**src/rtl/pct_pkg.sv**
```systemverilog
`timescale 1ns / 1ps
// ----------------------------------------------------------------------------
// pct_pkg
// shared types and codes of the plateau charge terminator
// ----------------------------------------------------------------------------
package pct_pkg;

   localparam int VOLT_W   = 16;
   localparam int TIMER_W  = 16;
   localparam int CYCLE_W  = 8;
   localparam int CODE_W   = 2;
   localparam int CSR_IDX_W  = 1;
   localparam int CSR_DATA_W = 16;

   // register indexes
   localparam logic [CSR_IDX_W-1:0] CSR_MIN_CYCLES   = 1'd0;
   localparam logic [CSR_IDX_W-1:0] CSR_PERIOD_TICKS = 1'd1;

   localparam logic [CYCLE_W-1:0] MIN_CYCLES_RST   = 8'd3;
   localparam logic [TIMER_W-1:0] PERIOD_TICKS_RST = 16'd1000;

   // battery status
   localparam logic [CODE_W-1:0] ST_DISCHARGED = 2'd0;
   localparam logic [CODE_W-1:0] ST_CHARGING   = 2'd1;
   localparam logic [CODE_W-1:0] ST_CHARGED    = 2'd2;

   // charger switch command
   localparam logic [CODE_W-1:0] CMD_NONE = 2'd0;
   localparam logic [CODE_W-1:0] CMD_ON   = 2'd1;
   localparam logic [CODE_W-1:0] CMD_OFF  = 2'd2;

   // indication
   localparam logic [CODE_W-1:0] LED_NONE     = 2'd0;
   localparam logic [CODE_W-1:0] LED_CHARGING = 2'd1;
   localparam logic [CODE_W-1:0] LED_CHARGED  = 2'd2;
   localparam logic [CODE_W-1:0] LED_STANDBY  = 2'd3;

   typedef struct packed {
      logic [VOLT_W-1:0] solar_volts;
      logic [VOLT_W-1:0] battery_volts;
      logic [CODE_W-1:0] status_in;
      logic              overheat;
   } req_type;

   typedef struct packed {
      logic [CODE_W-1:0] status_out;
      logic [CODE_W-1:0] charge_cmd;
      logic [CODE_W-1:0] led_mode;
   } rsp_type;

   typedef struct packed {
      logic [CYCLE_W-1:0] min_cycles;
      logic [TIMER_W-1:0] period_ticks;
   } cfg_type;

endpackage

```
**src/rtl/plateau_charge_terminator.sv**
```systemverilog
`timescale 1ns / 1ps
// ----------------------------------------------------------------------------
// plateau_charge_terminator
// ends battery charging once the battery voltage stops rising
// ----------------------------------------------------------------------------
// One req beat is one control tick carrying a solar and a battery voltage
// sample, the present battery status and an overheat flag; each tick gives
// exactly one rsp beat with the new status, the charger command and the led
// mode. A beat is taken every clock cycle while req_stall is low: the tick
// goes into an input register and, once it moves on, the state update in
// pct_core (saturating tick timer, peak voltage, cycle count) writes the
// result register, so a tick passes the input register and then the result
// register before rsp valid. The result register parts the two sides: a new
// tick is taken as long as the result register is empty or is being drained
// in the same cycle. The user must write the csr registers (min_cycles,
// period_ticks) only while no tick is in flight; the block does not enforce it.
// ----------------------------------------------------------------------------
module plateau_charge_terminator (
   input  logic                            clock,
   input  logic                            reset,
   // request channel
   input  logic                            req_valid,
   output logic                            req_stall,
   input  pct_pkg::req_type                req_data,
   // result channel
   output logic                            rsp_valid,
   input  logic                            rsp_stall,
   output pct_pkg::rsp_type                rsp_data,
   // configuration port
   input  logic                            csr_write_en,
   input  logic [pct_pkg::CSR_IDX_W-1:0]   csr_index,
   input  logic [pct_pkg::CSR_DATA_W-1:0]  csr_wdata
);
   import pct_pkg::*;

   cfg_type cfg;

   // input stage
   logic    in_valid_ff, in_valid_in;
   req_type in_data_ff;

   // result stage
   logic    rsp_valid_ff, rsp_valid_in;
   rsp_type rsp_data_ff;
   rsp_type core_result;

   logic req_accept;
   logic advance;

   // the input stage moves on when the result register is free or drains now
   assign advance    = in_valid_ff && (!rsp_valid_ff || !rsp_stall);
   assign req_stall  = in_valid_ff && !advance;
   assign req_accept = req_valid && !req_stall;

   always_comb begin
      in_valid_in = in_valid_ff;
      if (req_accept) begin
         in_valid_in = 1'b1;
      end else if (advance) begin
         in_valid_in = 1'b0;
      end
   end

   always_comb begin
      rsp_valid_in = rsp_valid_ff;
      if (advance) begin
         rsp_valid_in = 1'b1;
      end else if (!rsp_stall) begin
         rsp_valid_in = 1'b0;
      end
   end

   pct_cfg u_cfg (
      .clock        (clock),
      .reset        (reset),
      .csr_write_en (csr_write_en),
      .csr_index    (csr_index),
      .csr_wdata    (csr_wdata),
      .cfg          (cfg)
   );

   // state commits only when the tick moves into the result register
   pct_core u_core (
      .clock  (clock),
      .reset  (reset),
      .fire   (advance),
      .item   (in_data_ff),
      .cfg    (cfg),
      .result (core_result)
   );

   always_ff @(posedge clock) begin
      if (reset) begin
         in_valid_ff  <= 1'b0;
         rsp_valid_ff <= 1'b0;
      end else begin
         in_valid_ff  <= in_valid_in;
         rsp_valid_ff <= rsp_valid_in;
      end
   end

   // payload registers, no reset
   always_ff @(posedge clock) begin
      if (req_accept) begin
         in_data_ff <= req_data;
      end
      if (advance) begin
         rsp_data_ff <= core_result;
      end
   end

   assign rsp_valid = rsp_valid_ff;
   assign rsp_data  = rsp_data_ff;

endmodule

```
**src/rtl/pct_cfg.sv**
```systemverilog
`timescale 1ns / 1ps
// ----------------------------------------------------------------------------
// pct_cfg
// configuration registers, written through the csr port
// ----------------------------------------------------------------------------
module pct_cfg (
   input  logic                            clock,
   input  logic                            reset,
   input  logic                            csr_write_en,
   input  logic [pct_pkg::CSR_IDX_W-1:0]   csr_index,
   input  logic [pct_pkg::CSR_DATA_W-1:0]  csr_wdata,
   output pct_pkg::cfg_type                cfg
);
   import pct_pkg::*;

   cfg_type cfg_ff;
   cfg_type cfg_in;

   always_comb begin
      cfg_in = cfg_ff;
      if (csr_write_en) begin
         case (csr_index)
            CSR_MIN_CYCLES:   cfg_in.min_cycles   = csr_wdata[CYCLE_W-1:0];
            CSR_PERIOD_TICKS: cfg_in.period_ticks = csr_wdata[TIMER_W-1:0];
            default:          cfg_in = cfg_ff;
         endcase
      end
   end

   always_ff @(posedge clock) begin
      if (reset) begin
         cfg_ff.min_cycles   <= MIN_CYCLES_RST;
         cfg_ff.period_ticks <= PERIOD_TICKS_RST;
      end else begin
         cfg_ff <= cfg_in;
      end
   end

   assign cfg = cfg_ff;

endmodule

```
**src/rtl/pct_core.sv**
```systemverilog
`timescale 1ns / 1ps
// ----------------------------------------------------------------------------
// pct_core
// charge state (timer, peak, cycle count) and the per-tick decision
// ----------------------------------------------------------------------------
module pct_core (
   input  logic              clock,
   input  logic              reset,
   input  logic              fire,
   input  pct_pkg::req_type  item,
   input  pct_pkg::cfg_type  cfg,
   output pct_pkg::rsp_type  result
);
   import pct_pkg::*;

   logic [TIMER_W-1:0] tick_timer_ff, tick_timer_in;
   logic [VOLT_W-1:0]  peak_volts_ff, peak_volts_in;
   logic [CYCLE_W-1:0] cycle_count_ff, cycle_count_in;

   always_comb begin
      logic [TIMER_W-1:0] timer_inc;
      logic [CYCLE_W-1:0] cycle_inc;
      logic               period_done;
      logic               new_peak;
      logic               terminate;

      tick_timer_in  = tick_timer_ff;
      peak_volts_in  = peak_volts_ff;
      cycle_count_in = cycle_count_ff;
      result.status_out = item.status_in;
      result.charge_cmd = CMD_NONE;
      result.led_mode   = LED_NONE;

      timer_inc = (tick_timer_ff == {TIMER_W{1'b1}}) ? tick_timer_ff
                                                      : tick_timer_ff + 1'b1;
      cycle_inc = (cycle_count_ff == {CYCLE_W{1'b1}}) ? cycle_count_ff
                                                       : cycle_count_ff + 1'b1;
      period_done = (timer_inc >= cfg.period_ticks);
      new_peak    = period_done && (item.battery_volts > peak_volts_ff);
      // after a new peak the timer restarts, so only a zero period ends it again
      terminate   = (new_peak ? (cfg.period_ticks == '0) : period_done) &&
                    ((new_peak ? cycle_inc : cycle_count_ff) >= cfg.min_cycles);

      if (!item.overheat) begin
         if (item.battery_volts < item.solar_volts) begin
            if (item.status_in == ST_DISCHARGED || item.status_in == ST_CHARGING) begin
               result.charge_cmd = CMD_ON;
               result.led_mode   = LED_CHARGING;
               tick_timer_in     = timer_inc;
               if (new_peak) begin
                  tick_timer_in  = '0;
                  peak_volts_in  = item.battery_volts;
                  cycle_count_in = cycle_inc;
               end
               if (terminate) begin
                  result.status_out = ST_CHARGED;
                  result.charge_cmd = CMD_OFF;
                  result.led_mode   = LED_CHARGED;
                  tick_timer_in     = '0;
                  peak_volts_in     = '0;
                  cycle_count_in    = '0;
               end
            end else if (item.status_in == ST_CHARGED) begin
               result.charge_cmd = CMD_OFF;
               result.led_mode   = LED_CHARGED;
               tick_timer_in     = '0;
               peak_volts_in     = '0;
               cycle_count_in    = '0;
            end
         end else begin
            result.led_mode = LED_STANDBY;
            tick_timer_in   = '0;
            peak_volts_in   = '0;
            cycle_count_in  = '0;
         end
      end
   end

   always_ff @(posedge clock) begin
      if (reset) begin
         tick_timer_ff  <= '0;
         peak_volts_ff  <= '0;
         cycle_count_ff <= '0;
      end else if (fire) begin
         tick_timer_ff  <= tick_timer_in;
         peak_volts_ff  <= peak_volts_in;
         cycle_count_ff <= cycle_count_in;
      end
   end

endmodule

```
**config.mk**
```make
export PLATFORM = sky130hd
export DESIGN_NAME = plateau_charge_terminator
export DESIGN_NICKNAME = d
export VERILOG_FILES = /design/src/rtl/pct_pkg.sv /design/src/rtl/plateau_charge_terminator.sv /design/src/rtl/pct_cfg.sv /design/src/rtl/pct_core.sv
export SDC_FILE = /design/constraint.sdc
export NUM_CORES = 1
export LEC_CHECK = 0
export BUFFER_PORTS_ARGS = -buffer_cell sky130_fd_sc_hd__buf_2
export CORE_MARGIN = 4
export CORE_UTILIZATION = 53
export DETAILED_ROUTE_END_ITERATION = 16
export PLACE_DENSITY = 0.77
export SLEW_MARGIN = 10
export SYNTH_ARGS = -nofsm -noshare
export SYNTH_HDL_FRONTEND = slang
export SYNTH_HIERARCHICAL = 1
export SYNTH_SLANG_ARGS = --single-unit
```
**constraint.sdc**
```tcl
create_clock -name clock -period 4.83 [get_ports clock]
set_input_delay 0.966 -clock clock [delete_from_list [all_inputs] [get_ports clock]]
set_output_delay 0.966 -clock clock [all_outputs]
set_load 0.05 [all_outputs]
```
==> qor.txt <==
share of layout cells above drive strength 1 - 34.2%
DR vias/cell - 5.72
worst slew pin tran - 0.978 ns
final clock skew - 0.0171 ns
Hold EP - u_cfg/cfg[20]
fraction of the cycle the final worst path needs - 109%
n_diodes - 0
Clk Latency, worst-skew pair - 0.39 ns
Post-Synthesis Cells - 568
first-pass GRT wire length - 22300 µm
grt ovf - 0
final setup vio count - 46
Power Total - 0.00177 W
Final Cell Area - 7440 µm²
starting DRC count in detailed routing - 271
Place WS - -0.505 ns
Num CTS Buffers - 9
hold buffers post-CTS - 0
FMAX - 190 MHz
Avg WL per Cell - 16.0 µm
Mapped Area - 5850 µm²
R2R depth - 25
TritonCTS clock tree - built
die area - 12800 µm²
reg2reg end - u_core/tick_timer_ff[12]
htree depth - 3
Slew Limit Fails - 0
Fin. Hold Viols - 0
RR Startpoint - u_core/tick_timer_ff[7]
Data arrival, critical path - 5.58 ns
RSZ-0062 raised after global routing - true
# rows - 38
XOR/XNOR share of the synthesized area - 1.95%
Req. time, crit path - 5.16 ns
Avg Synthesized Cell Area - 10.3 µm²
Worst Slack Setup Final - -0.420 ns
Total Wirelength - 13700 µm
Final HPWL DP - 9280 µm
Simple-Gate Fraction of Synth Area - 15.7%
FILL cells - 777
ys async rst share - 0%
failing checks - setup timing
CTS Sinks - 107
WHS Path Cells - 2
post-synth cell types - 69
Critical Path Max Stage Delay - 0.53 ns
Slew HR - 34.2%
Buffers on Ports - 64
final core utilization - 68.6%
Pleak - 3.21 nW
ys flop type - dfxtp_1
Die Wd - 113 µm
initial core utilization - 53.9%
# nets final - 822
CP Capture Type - register
vias in the first global route - 4884
Synth Register Bits - 107
root buffer cell - clkbuf_8
CP Class - register to register
largest net degree at the start of global routing - 39
sequential share of the synthesized area - 43.7%
Compound-Gate Fraction of Synth Area - 18.1%
Clock transition at path regs - 0.11 ns
worst hold start - u_cfg/cfg[20]
CP Max Fanout - 5
multiplexer area fraction after synthesis - 2.14%
Die Y - 113 µm
DRC Markers - 0
Critical-path top delay cell - or4b_4
worst vdd ir - 0.000223 V
largest family of logic cells by synthesized area - compound AO/OA/AOI/OAI gates
Detailed Routing Iterations Pass 1 - 5
outcome - finished with violations
via count - 4882
number of synthesized flops with an enable pin - 41
area grow syn2layout - 27.2%
reg2reg setup slack - -0.42 ns
synth warn - 6
setup TNS - -16.76 ns
Core ar. - 10800 µm²
GP Congestion - 0.836
number of I/O pins - 65
Min-Delay Path Class - register to register
CTS max path bufs - 2
post-route ant nets - 0
gr usage total - 21.2%
min Tclk post-route - 5.25 ns
dpl cell area - 6740 µm²
antenna violations before repair - 0
Power Density - 238 nW/µm²
CP Launch Type - register
MaxCap Viol Count - 0
Post-Synth Adder-Cell Area - 12.2%
syn nets - 682
==> cell usage after synthesis (3+ instances only) <==
cell,count,share of area (%)
a22o_1,18,2.7
nand4_1,12,1.3
inv_1,64,4.1
nor4_1,4,0.43
ha_1,57,12
xnor2_1,7,1.0
edfxtp_1,41,21
mux2i_1,8,1.4
nor2b_1,3,0.32
o21a_1,4,0.51
a211oi_1,3,0.39
a32o_1,15,2.6
buf_6,4,0.77
nor3_1,4,0.34
or3_1,5,0.53
nand4bb_1,4,0.77
o21ai_0,15,1.3
nand2_1,27,1.7
a31oi_1,7,0.75
clkbuf_1,5,0.32
nor2_1,22,1.4
o21ai_1,3,0.26
buf_2,11,0.94
a21bo_2,8,1.4
xor2_1,6,0.90
dfxtp_1,66,23
nand2b_1,17,1.8
o211ai_1,4,0.51
nand3_1,25,2.1
a21o_1,4,0.51
a21oi_1,29,2.5
mux2_2,4,0.77
a211o_1,6,0.90
and3_1,13,1.4
==> power breakdown <==
part	leakage [nW]	total (W)	internal [W]	switching [W]
logic	2.17	0.000227	0.0000946	0.000132
clock network	0.0994	0.000546	0.000206	0.000340
registers	0.936	0.000994	0.000973	0.0000218
==> how the worst max path moves through the flow <==
stage,slack (ns),from,end
after global routing,-0.64,u_core/tick_timer_ff[7],u_core/tick_timer_ff[10]
final,-0.42,u_core/tick_timer_ff[7],u_core/tick_timer_ff[12]
after detailed placement,-0.50,u_core/tick_timer_ff[7],rsp_data[3]
after CTS,-0.39,u_core/tick_timer_ff[5],rsp_data[3]
after floorplan,-0.10,u_core/tick_timer_ff[4],u_core/peak_volts_ff[13]
after global placement,-0.38,u_core/tick_timer_ff[7],rsp_data[3]
==> registers in the layout (all words and copies together) (netlist names) <==
register,count
in_data_ff,35
rsp_data,6
u_core/cycle_count_ff,8
u_core/tick_timer_ff,16
rsp_valid,1
u_cfg/cfg,24
u_core/peak_volts_ff,16
in_valid_ff,1
==> cell families after synthesis <==
group	Yosys count
DFF	107
and+or+nand+nor	156
muxes	12
adders and majority gates	57
xor gates and xnor gates	13
AOI/OAI and AO/OA	138
buffers and inverters	85
==> final cells by class <==
cell class / instances / area [µm²] / area share [%]
Inverter: 64 / 240 / 3.23
Tap cell: 140 / 175 / 2.35
Sequential cell: 107 / 2560 / 34.4
Timing Repair Buffer: 148 / 1000 / 13.5
Multi-Input combinational cell: 378 / 3260 / 43.8
Clock inverter: 7 / 80.1 / 1.08
Clock buffer: 9 / 124 / 1.66
==> cells in the final DEF, fill, tap and decap left out, types with 5 or more instances in the layout <==
cell	count
a22o_1	18
nand2_1	21
a32o_1	13
edfxtp_1	41
and3_1	11
a211o_1	6
a31oi_1	7
ha_1	52
nand2_2	5
nor2_1	18
buf_4	73
clkbuf_8	9
nand3_2	5
buf_6	10
inv_1	64
mux2i_1	7
xor2_1	6
a21bo_2	8
o21ai_0	10
a21oi_1	27
dfxtp_1	62
nand2b_1	17
o21ai_1	5
nand3_1	21
nand4_1	12
buf_2	64
xnor2_1	5
==> through the flow <==
| step | std cells | hold WS (ns) |
|---|---|---|
| floorplan | 568 | 0.440 |
| global placement | 806 | 0.458 |
| detailed placement | 806 | 0.461 |
| CTS | 845 | 0.483 |
| global route | 853 | 0.510 |
| finish | 853 | 0.481 |
==> routing by layer <==
metal / GRT usage [%] / up-vias / part of all wire (%) / wire, µm
met1: 25.3 / 2317 / 41 / 5630
li1: - / 2382 / - / -
met2: 37.8 / 153 / 51 / 6940
met3: 5.13 / 30 / 5.9 / 800
met5: 0 / - / 0 / 0
met4: 6.17 / 0 / 2.1 / 283
==> worst max-delay path: cells and delay by family (launching register included) <==
| kind | cells | cell delay (ns) |
|---|---|---|
| AOI/OAI and AO/OA | 4 | 0.90 |
| buffers and inverters | 6 | 0.92 |
| muxes | 2 | 0.55 |
| and+or+nand+nor | 11 | 2.01 |
| DFF | 1 | 0.34 |
| adders and majority gates | 2 | 0.46 |
==> what timing repair did <==
item,4_1_cts,5_1_grt
setup buffers,21,8
pin swaps,36,36
cloned,3,0
resized for setup,33,29
setup endpoints to repair,46,46
No activity file was read; power rests on OpenSTA's default activity.
